<file path="src/contact_manifold_face_clip_macros.svh">
// Assertion macros shared by the contact clipping modules.
`ifndef CONTACT_MANIFOLD_FACE_CLIP_MACROS_SVH
`define CONTACT_MANIFOLD_FACE_CLIP_MACROS_SVH

// Same-cycle implication, checked outside reset.
`define CMFC_ASSERT_IMP(lbl, ante, cons, msg) \
  lbl: assert property (@(posedge clk_i) disable iff (!rst_ni) (ante) |-> (cons)) \
    else $error(msg);

// Next-cycle implication, checked outside reset.
`define CMFC_ASSERT_NXT(lbl, ante, cons, msg) \
  lbl: assert property (@(posedge clk_i) disable iff (!rst_ni) (ante) |=> (cons)) \
    else $error(msg);

`endif

</file>
<file path="src/cmfc_pkg.sv">
// Types, constants and helper functions of the face clipping block.
`default_nettype none
package cmfc_pkg;

  localparam int VEC_W      = 64;
  localparam int HALF_W     = 32;
  localparam int FRAC_W     = 16;
  localparam int DIV_STEPS  = 16;
  localparam int FIFO_DEPTH = 4;
  localparam int PTR_W      = $clog2(FIFO_DEPTH);
  localparam int CNT_W      = $clog2(FIFO_DEPTH + 1);

  localparam logic signed [32:0] SAT_MAX = 33'sh0_7FFF_FFFF;
  localparam logic signed [32:0] SAT_MIN = -33'sh0_7FFF_FFFF;

  typedef logic signed [HALF_W-1:0] comp_t;

  typedef struct packed {
    comp_t sx;
    comp_t sy;
    comp_t ex;
    comp_t ey;
    comp_t nx;
    comp_t ny;
  } face_t;

  // One classified word handed from the front part to the back part.
  typedef struct packed {
    face_t              ref_f;
    comp_t              inc_sx;
    comp_t              inc_sy;
    comp_t              inc_ex;
    comp_t              inc_ey;
    logic [VEC_W-1:0]   normal;
    logic signed [31:0] depth;
    logic               ref_is_b;
  } job_t;

  typedef enum logic [1:0] {
    FAULT_NONE     = 2'd0,
    FAULT_ZERO_DIV = 2'd1,
    FAULT_CLIPPED  = 2'd2
  } fault_e;

  // Difference saturated to the symmetric 32-bit range.
  function automatic comp_t sdiff(input comp_t a, input comp_t b);
    logic signed [32:0] d;
    d = {a[HALF_W-1], a} - {b[HALF_W-1], b};
    if (d > SAT_MAX) begin
      sdiff = SAT_MAX[HALF_W-1:0];
    end else if (d < SAT_MIN) begin
      sdiff = SAT_MIN[HALF_W-1:0];
    end else begin
      sdiff = d[HALF_W-1:0];
    end
  endfunction

endpackage
`default_nettype wire

</file>
<file path="src/cmfc_fifo.sv">
// Short queue of classified words between the front and back parts.
`default_nettype none
module cmfc_fifo import cmfc_pkg::*; (
  input  logic clk_i,
  input  logic rst_ni,
  input  logic push_i,
  input  job_t push_data_i,
  output logic full_o,
  input  logic pop_i,
  output logic valid_o,
  output job_t data_o
);

`include "contact_manifold_face_clip_macros.svh"

  job_t             mem_q [FIFO_DEPTH];
  logic [PTR_W-1:0] wr_ptr_q, rd_ptr_q;
  logic [CNT_W-1:0] cnt_q;

  assign full_o  = (cnt_q == CNT_W'(FIFO_DEPTH));
  assign valid_o = (cnt_q != '0);
  assign data_o  = mem_q[rd_ptr_q];

  always_ff @(posedge clk_i or negedge rst_ni) begin
    if (!rst_ni) begin
      wr_ptr_q <= '0;
      rd_ptr_q <= '0;
      cnt_q    <= '0;
    end else begin
      if (push_i) begin
        wr_ptr_q <= wr_ptr_q + PTR_W'(1);
      end
      if (pop_i) begin
        rd_ptr_q <= rd_ptr_q + PTR_W'(1);
      end
      if (push_i && !pop_i) begin
        cnt_q <= cnt_q + CNT_W'(1);
      end else if (pop_i && !push_i) begin
        cnt_q <= cnt_q - CNT_W'(1);
      end
    end
  end

  always_ff @(posedge clk_i) begin
    if (push_i) begin
      mem_q[wr_ptr_q] <= push_data_i;
    end
  end

  `CMFC_ASSERT_IMP(a_no_overflow, push_i, !full_o, "push into a full queue")
  `CMFC_ASSERT_IMP(a_no_underflow, pop_i, valid_o, "pop from an empty queue")
  `CMFC_ASSERT_NXT(a_count_up, push_i && !pop_i, cnt_q == $past(cnt_q) + CNT_W'(1),
                   "queue count did not follow a push")

endmodule
`default_nettype wire

</file>
<file path="config.mk">
export PLATFORM = sky130hd
export DESIGN_NAME = cmfc_fifo
export DESIGN_NICKNAME = d
export VERILOG_FILES = /design/src/cmfc_pkg.sv /design/src/cmfc_fifo.sv
export VERILOG_INCLUDE_DIRS = /design/src /design/src/src
export SDC_FILE = /design/constraint.sdc
export NUM_CORES = 1
export LEC_CHECK = 0
export BUFFER_PORTS_ARGS = -buffer_cell sky130_fd_sc_hd__buf_2
export CORE_MARGIN = 2
export CORE_UTILIZATION = 45
export DETAILED_ROUTE_END_ITERATION = 8
export PLACE_DENSITY_LB_ADDON = 0.25
export SETUP_SLACK_MARGIN = 0.05
export SKIP_CTS_REPAIR_TIMING = 1
export SLEW_MARGIN = 5
export SYNTH_ARGS = -nofsm -noshare
export SYNTH_HDL_FRONTEND = slang
export SYNTH_SLANG_ARGS = --single-unit
export TNS_END_PERCENT = 5
</file>
<file path="constraint.sdc">
create_clock -name clk_i -period 28.9 [get_ports clk_i]
set_input_delay 2.89 -clock clk_i [delete_from_list [all_inputs] [get_ports clk_i]]
set_output_delay 2.89 -clock clk_i [all_outputs]
set_load 0.01 [all_outputs]
</file>
==> results of run 1 <==
==> worst max-delay path: cells and delay by family, from the launching register on <==
family / cells / cell delay [ns]
buf+inv: 6 / 4.32
flops: 1 / 0.89
mux: 1 / 0.63
==> Yosys cell counts, drive strengths merged <==
master / number / area (sq um)
and2: 4 / 25.02
or3: 1 / 6.260
fa: 1 / 20.02
dfrtp: 7 / 175.2
nor3b: 1 / 7.510
clkbuf: 2 / 7.510
buf: 91 / 1145
inv: 4 / 15.01
mux2: 1 / 11.26
xnor2: 2 / 17.52
ha: 5 / 62.56
mux4: 417 / 9392
nor2: 1 / 3.750
nand2: 2 / 7.510
xor2: 4 / 35.03
o21ai: 1 / 5.000
edfxtp: 1668 / 50090
==> per-layer routing <==
metal  track usage, %  up-vias
met4            7.266       84
li1                 -    11643
met1            22.81    14457
met5                0        -
met2            30.91      993
met3            8.074      302
==> flip-flops by register name, indices dropped and copies added, names as in the netlist <==
signal	flops
cnt_q	3
wr_ptr_q	2
rd_ptr_q	2
mem_q	1668
==> stage by stage <==
stage | setup slack, ns | area (sq um)
finish | 19.22 | 71800
detailed placement | 19.63 | 66610
floorplan | 15.80 | 61020
CTS | 18.75 | 71720
global placement | 19.70 | 66610
global route | 18.37 | 71760
==> final cells by class <==
type / count / area, sq um
fillers: 10262 / 63160
flip-flops and latches: 1675 / 50270
inverters: 4 / 15.01
well taps: 1781 / 2228
repair buffers: 877 / 4497
clock inverters: 84 / 659.4
multi-input cells: 440 / 9603
diodes: 30 / 75.07
clock buffers: 216 / 4448
==> path summary, 6_finish.rpt <==
| kind | from | end |
|---|---|---|
| worst max-delay path | rd_ptr_q[0]$_DFFE_PN0P_ | data_o[205] |
| worst min-delay path | cnt_q[2]$_DFFE_PN0P_ | cnt_q[2]$_DFFE_PN0P_ |
| worst max register to register | wr_ptr_q[0]$_DFFE_PN0P_ | mem_q[3][358]$_DFFE_PP_ |
| worst min register to register | cnt_q[2]$_DFFE_PN0P_ | cnt_q[2]$_DFFE_PN0P_ |
| max in group asynchronous | rst_ni | rd_ptr_q[1]$_DFFE_PN0P_ |
| min in group asynchronous | rst_ni | cnt_q[1]$_DFFE_PN0P_ |
==> cells by family after synthesis <==
logic type | after synthesis
multiplexers | 418
XOR/XNOR | 6
adder cells (fa/ha/maj) | 6
AO/OA/AOI/OAI | 1
flip-flops | 1675
buffers and inverters | 97
AND/OR/NAND/NOR | 9
==> power by group <==
| group | total [W] | leakage [nW] | switching (W) | internal, W |
|---|---|---|---|---|
| logic | 0.00214 | 6.27 | 0.00124 | 0.000907 |
| clock network | 0.00201 | 2.47 | 0.000878 | 0.00113 |
| registers | 0.00330 | 15.4 | 0.000119 | 0.00318 |
| total | 0.00745 | 24.1 | 0.00223 | 0.00522 |
==> impl_metrics.json, run 1 <==
{
  "place_hpwl_microns": 86070,
  "path_clk_slew_ns": 0.06,
  "synth_area_sq_um": 61020,
  "synth_mux_area_share_pct": 15.41,
  "cp.required_ns": 26.01,
  "cts_tree": "done",
  "final_util_pct": 53.20,
  "layout.nets": 3592,
  "period_minus_slack_ns": 9.682,
  "start_kind": "flop",
  "fmax_ghz": 0.1033,
  "synth_xor_area_share_pct": 0.08611,
  "p_total_w": 0.007455,
  "clock-root-buffer": "clkbuf_16",
  "num_rows": 135,
  "max_stage_delay_ns": 0.89,
  "syn_inst": 2212,
  "maxSlewViolCount": 0,
  "drc": 0,
  "die_width_microns": 372.3,
  "cp.arrival_ns": 6.79,
  "slowest_stage": "dfrtp_4",
  "cts_buffer_depth": 3,
  "path_class": "flop to output port",
  "numCtsBuffers": 167,
  "rrSetupSlack_ns": 24.22,
  "antenna_found_initial": 80,
  "initial_utilization_pct": 45.22,
  "mostFrequentLayoutCells": "1668 x edfxtp_1, 839 x buf_2, 417 x mux4_2",
  "synth_compound_area_share_pct": 0.008201,
  "instances_no_fill": 5107,
  "rsz0062_at_grt": "false",
  "wl_per_cell_microns": 26.26,
  "setup_tns_ns": 0,
  "peakVddDrop_v": 0.00007027,
  "timing.critical_path.mode_cell": "buf_4",
  "dr.first_iter.drc_count": 2210,
  "ys_ff_latch": 1675,
  "wl_met2_microns": 67270,
  "slew_headroom_pct": 13.72,
  "cap_violations": 0,
  "layout_commonest_cell": "edfxtp_1",
  "dieArea_sq_um": 138600,
  "ant_nets": 0,
  "viasPerCell": 5.381,
  "cts_max_level": 4,
  "m1WireLength_microns": 48600,
  "place.port_buffers": 839,
  "p_per_area_nw_per_um2": 103.8,
  "dp_cells": 4777,
  "wl_met3_microns": 13660,
  "p_leak_nw": 24.14,
  "overflow": 0,
  "rr_worst_depth": 5,
  "vias": 27479,
  "cp_max_fo": 50,
  "ios": 840,
  "drt-total-wl_microns": 134100,
  "status": "complete, no violations",
  "whs_ns": 0.4902,
  "coreArea_sq_um": 135000,
  "grt_pass1_vias": 29084,
  "area_delta_synth_final_pct": 17.65,
  "first_pass_iters": 5,
  "clock-sinks": 1675,
  "clock_latency_ns": 0.79,
  "synthAdderAreaFrac_pct": 0.1353,
  "period_share_pct": 33.50,
  "tightest_slew_ns": 1.294,
  "grt_max_degree": 147,
  "yosys.cell_types.count": 20,
  "crit_path_end_kind": "output port",
  "place_congestion": 0.7845,
  "final_hold_viol_count": 0,
  "skew_ns": 0.04247,
  "syn_avg_cell_area_sq_um": 27.59,
  "yosys_warnings": 0,
  "path_cells": "buf_4 > buf_4 > buf_4 > buf_4 > buf_4 > mux4_2 > buf_2",
  "grt.total_usage_pct": 19.11,
  "top_layer_used": "met5",
  "setup_viol": 0,
  "hp-class": "flop to flop",
  "die_y_microns": 372.3,
  "min_delay_path_depth": 1,
  "synth_top_family_by_area": "multiplexers",
  "layout-drive-gt1-share_pct": 46.00,
  "ys_seq_area_share_pct": 82.37,
  "grt_pass1_wl_microns": 192300,
  "synthSimpleGateAreaFrac_pct": 0.08201,
  "syn-num-nets": 2639
}
Power figures use the tool's default switching activity.
==> run 2, diff against run 1 <==
- ABC_AREA: default -> 1
- clock period: 28.9 -> 8.6 ns (I/O delays scaled with it)
==> run 2 against run 1 <==
  * Sequential cell count unchanged
  * Register-to-register slack worse by 19 ns
  * Largest power group unchanged
  * Via count up 43%
  * Synthesized cell count up 120%
  * Final area up 7.2%
  * Die area up 8.1%
  * Cell count up 53%
  * Wire length up 16%
==> impl_metrics.json, run 2 <==
{
  "hp-class": "input port to flop",
  "grt_max_degree": 246,
  "slew_headroom_pct": 11.38,
  "synth_flop_cell": "edfxtp_1",
  "drc": 0,
  "first_pass_iters": 5,
  "synth_common_cells": "1668 x edfxtp_1, 1265 x nand2_1, 845 x inv_1",
  "grt.total_usage_pct": 20.36,
  "die_y_microns": 387.1,
  "overflow": 0,
  "die_width_microns": 387.1,
  "peakVddDrop_v": 0.0002919,
  "fmax_ghz": 0.2008,
  "synth_area_sq_um": 66050,
  "layout-drive-gt1-share_pct": 18.87,
  "p_per_area_nw_per_um2": 351.3,
  "place_hpwl_microns": 93400,
  "max_stage_delay_ns": 1.01,
  "tightest_slew_ns": 1.329,
  "layout_commonest_cell": "edfxtp_1",
  "period_minus_slack_ns": 4.981,
  "setup_viol": 0,
  "dieArea_sq_um": 149900,
  "cap_violations": 0,
  "synth_xor_area_share_pct": 0.05304,
  "mostFrequentLayoutCells": "1668 x edfxtp_1, 1265 x nand2_1, 841 x inv_1",
  "cp.arrival_ns": 4.12,
  "period_share_pct": 57.92,
  "clock-root-buffer": "clkbuf_16",
  "cpLargestDelayFamily": "buffers and inverters",
  "final_cell_area_sq_um": 76990,
  "slowest_stage": "dfrtp_4",
  "synth_top_family_by_area": "compound AO/OA/AOI/OAI gates",
  "status": "complete, no violations",
  "p_total_w": 0.02704,
  "maxSlewViolCount": 0,
  "synth_edf_count": 1668,
  "path_cells": "buf_12 > buf_4 > o211ai_1 > nand2_1 > buf_2",
  "layout.nets": 6113,
  "cts_tree": "done",
  "worst_slack_ns": 3.619,
  "synth_area_leaders": "edfxtp_1 76%, o211ai_1 9.5%, nand2_1 7.2%",
  "p_leak_nw": 30.38,
  "ant_nets": 0,
  "pre_cts_ws_ns": 4.478,
  "initial_utilization_pct": 45.32,
  "cts_max_level": 4,
  "start_kind": "flop",
  "syn_avg_cell_area_sq_um": 13.44,
  "reg2reg_from": "wr_ptr_q[1]$_DFFE_PN0P_",
  "coreArea_sq_um": 145700,
  "top_register": "mem_q",
  "syn-num-nets": 5341,
  "fill_cells": 12176,
  "grt_pass1_vias": 37244,
  "largestRegisters": "mem_q x1668, cnt_q x3",
  "cts_buffer_depth": 3,
  "whs_ns": 0.2890,
  "numCtsBuffers": 170,
  "grt.met3_usage_pct": 6.504,
  "antenna_found_initial": 100,
  "clock_latency_ns": 0.77,
  "grt_pass1_wl_microns": 230700,
  "final_hold_viol_count": 0,
  "yosys.cell_types.count": 20,
  "synth_mux_area_share_pct": 0,
  "place_congestion": 0.8231,
  "path_buf_inv": 3,
  "yosysMostFrequentCell": "edfxtp_1",
  "ios": 840,
  "path_class": "flop to output port",
  "place.port_buffers": 839,
  "synth_compound_area_share_pct": 9.487,
  "synthArstFlopShare_pct": 0.4179,
  "rsz0062_at_grt": "false",
  "num_rows": 140,
  "ys_ff_latch": 1675,
  "drt-total-wl_microns": 155200,
  "synthAdderAreaFrac_pct": 0.1250,
  "syn_inst": 4914,
  "grt_use_met1_pct": 24.97,
  "synthSimpleGateAreaFrac_pct": 7.220,
  "area_delta_synth_final_pct": 16.57,
  "wl_per_cell_microns": 19.90,
  "viasPerCell": 5.042,
  "busiest_layer": "met2",
  "placed_area_sq_um": 71700,
  "synth_top_area_cell": "edfxtp_1",
  "clock-sinks": 1675,
  "yosys_warnings": 0,
  "synthDominantCellAreaShare_pct": 75.84,
  "ys_seq_area_share_pct": 76.10,
  "skew_ns": 0.04527,
  "crit_path_end_kind": "output port",
  "path_clk_slew_ns": 0.06,
  "grt_use_met2_pct": 32.27,
  "setup_tns_ns": 0,
  "min_from": "push_data_i[79]",
  "dr.first_iter.drc_count": 2856,
  "largest_reg_flops": 1668,
  "vias": 39338,
  "critPathLaunch": "rd_ptr_q[1]$_DFFE_PN0P_",
  "cp.required_ns": 7.74,
  "cp_max_fo": 151
}
run 2: metrics by stage:
| step | std cells | util (%) |
|---|---|---|
| floorplan | 4914 | - |
| global placement | 7430 | 49.20 |
| detailed placement | 7430 | 49.20 |
| CTS | 7736 | 52.71 |
| global route | 7787 | 52.80 |
| finish | 7802 | 52.83 |
run 2: worst register-to-register path, delay by kind of cell (launching register included):
family | cells | cell delay [ns]
buffers and inverters | 4 | 2.21
flip-flops | 1 | 0.40
adder cells (fa/ha/maj) | 1 | 0.14
AND/OR/NAND/NOR | 1 | 0.08
run 2: path summary, 6_finish.rpt:
kind / endpoint / slack (ns) / cells after the start
min: mem_q[0][79]$_DFFE_PP_ / 0.29 / 1
max reg2reg: mem_q[1][45]$_DFFE_PP_ / 5.35 / 6
max in group asynchronous: wr_ptr_q[0]$_DFFE_PN0P_ / 7.86 / 2
min in group asynchronous: cnt_q[1]$_DFFE_PN0P_ / 0.54 / 2
max: data_o[407] / 3.62 / 5
min reg2reg: cnt_q[2]$_DFFE_PN0P_ / 0.47 / 2
run 2: layer usage:
metal	part of all wire, %	vias up
met4	4.0	62
met2	48	1164
met5	0.26	-
met3	7.8	343
met1	40	18949
li1	-	18820
run 2: area by class of cell:
type / instances / area (sq um) / area share (%)
Tap cell: 1917 / 2399 / 3.115
Antenna cell: 65 / 162.7 / 0.2113
Inverter: 846 / 3209 / 4.168
Clock inverter: 76 / 561.8 / 0.7297
Timing Repair Buffer: 879 / 4677 / 6.075
Clock buffer: 230 / 4562 / 5.925
Multi-Input combinational cell: 2114 / 11150 / 14.48
Sequential cell: 1675 / 50270 / 65.29
run 2: where the power goes:
| part | leakage [nW] | internal, W | switching, W | total [W] |
|---|---|---|---|---|
| clock network | 2.49 | 0.00384 | 0.00299 | 0.00683 |
| logic | 12.5 | 0.00277 | 0.00635 | 0.00912 |
| registers | 15.4 | 0.0107 | 0.000415 | 0.0111 |
| total | 30.4 | 0.0173 | 0.00976 | 0.0270 |
run 2: cell families after synthesis:
| kind of cell | after synthesis |
|---|---|
| AO/OA/AOI/OAI | 835 |
| adder cells (fa/ha/maj) | 6 |
| flip-flops | 1675 |
| AND/OR/NAND/NOR | 1269 |
| XOR/XNOR | 4 |
| buffers and inverters | 1125 |
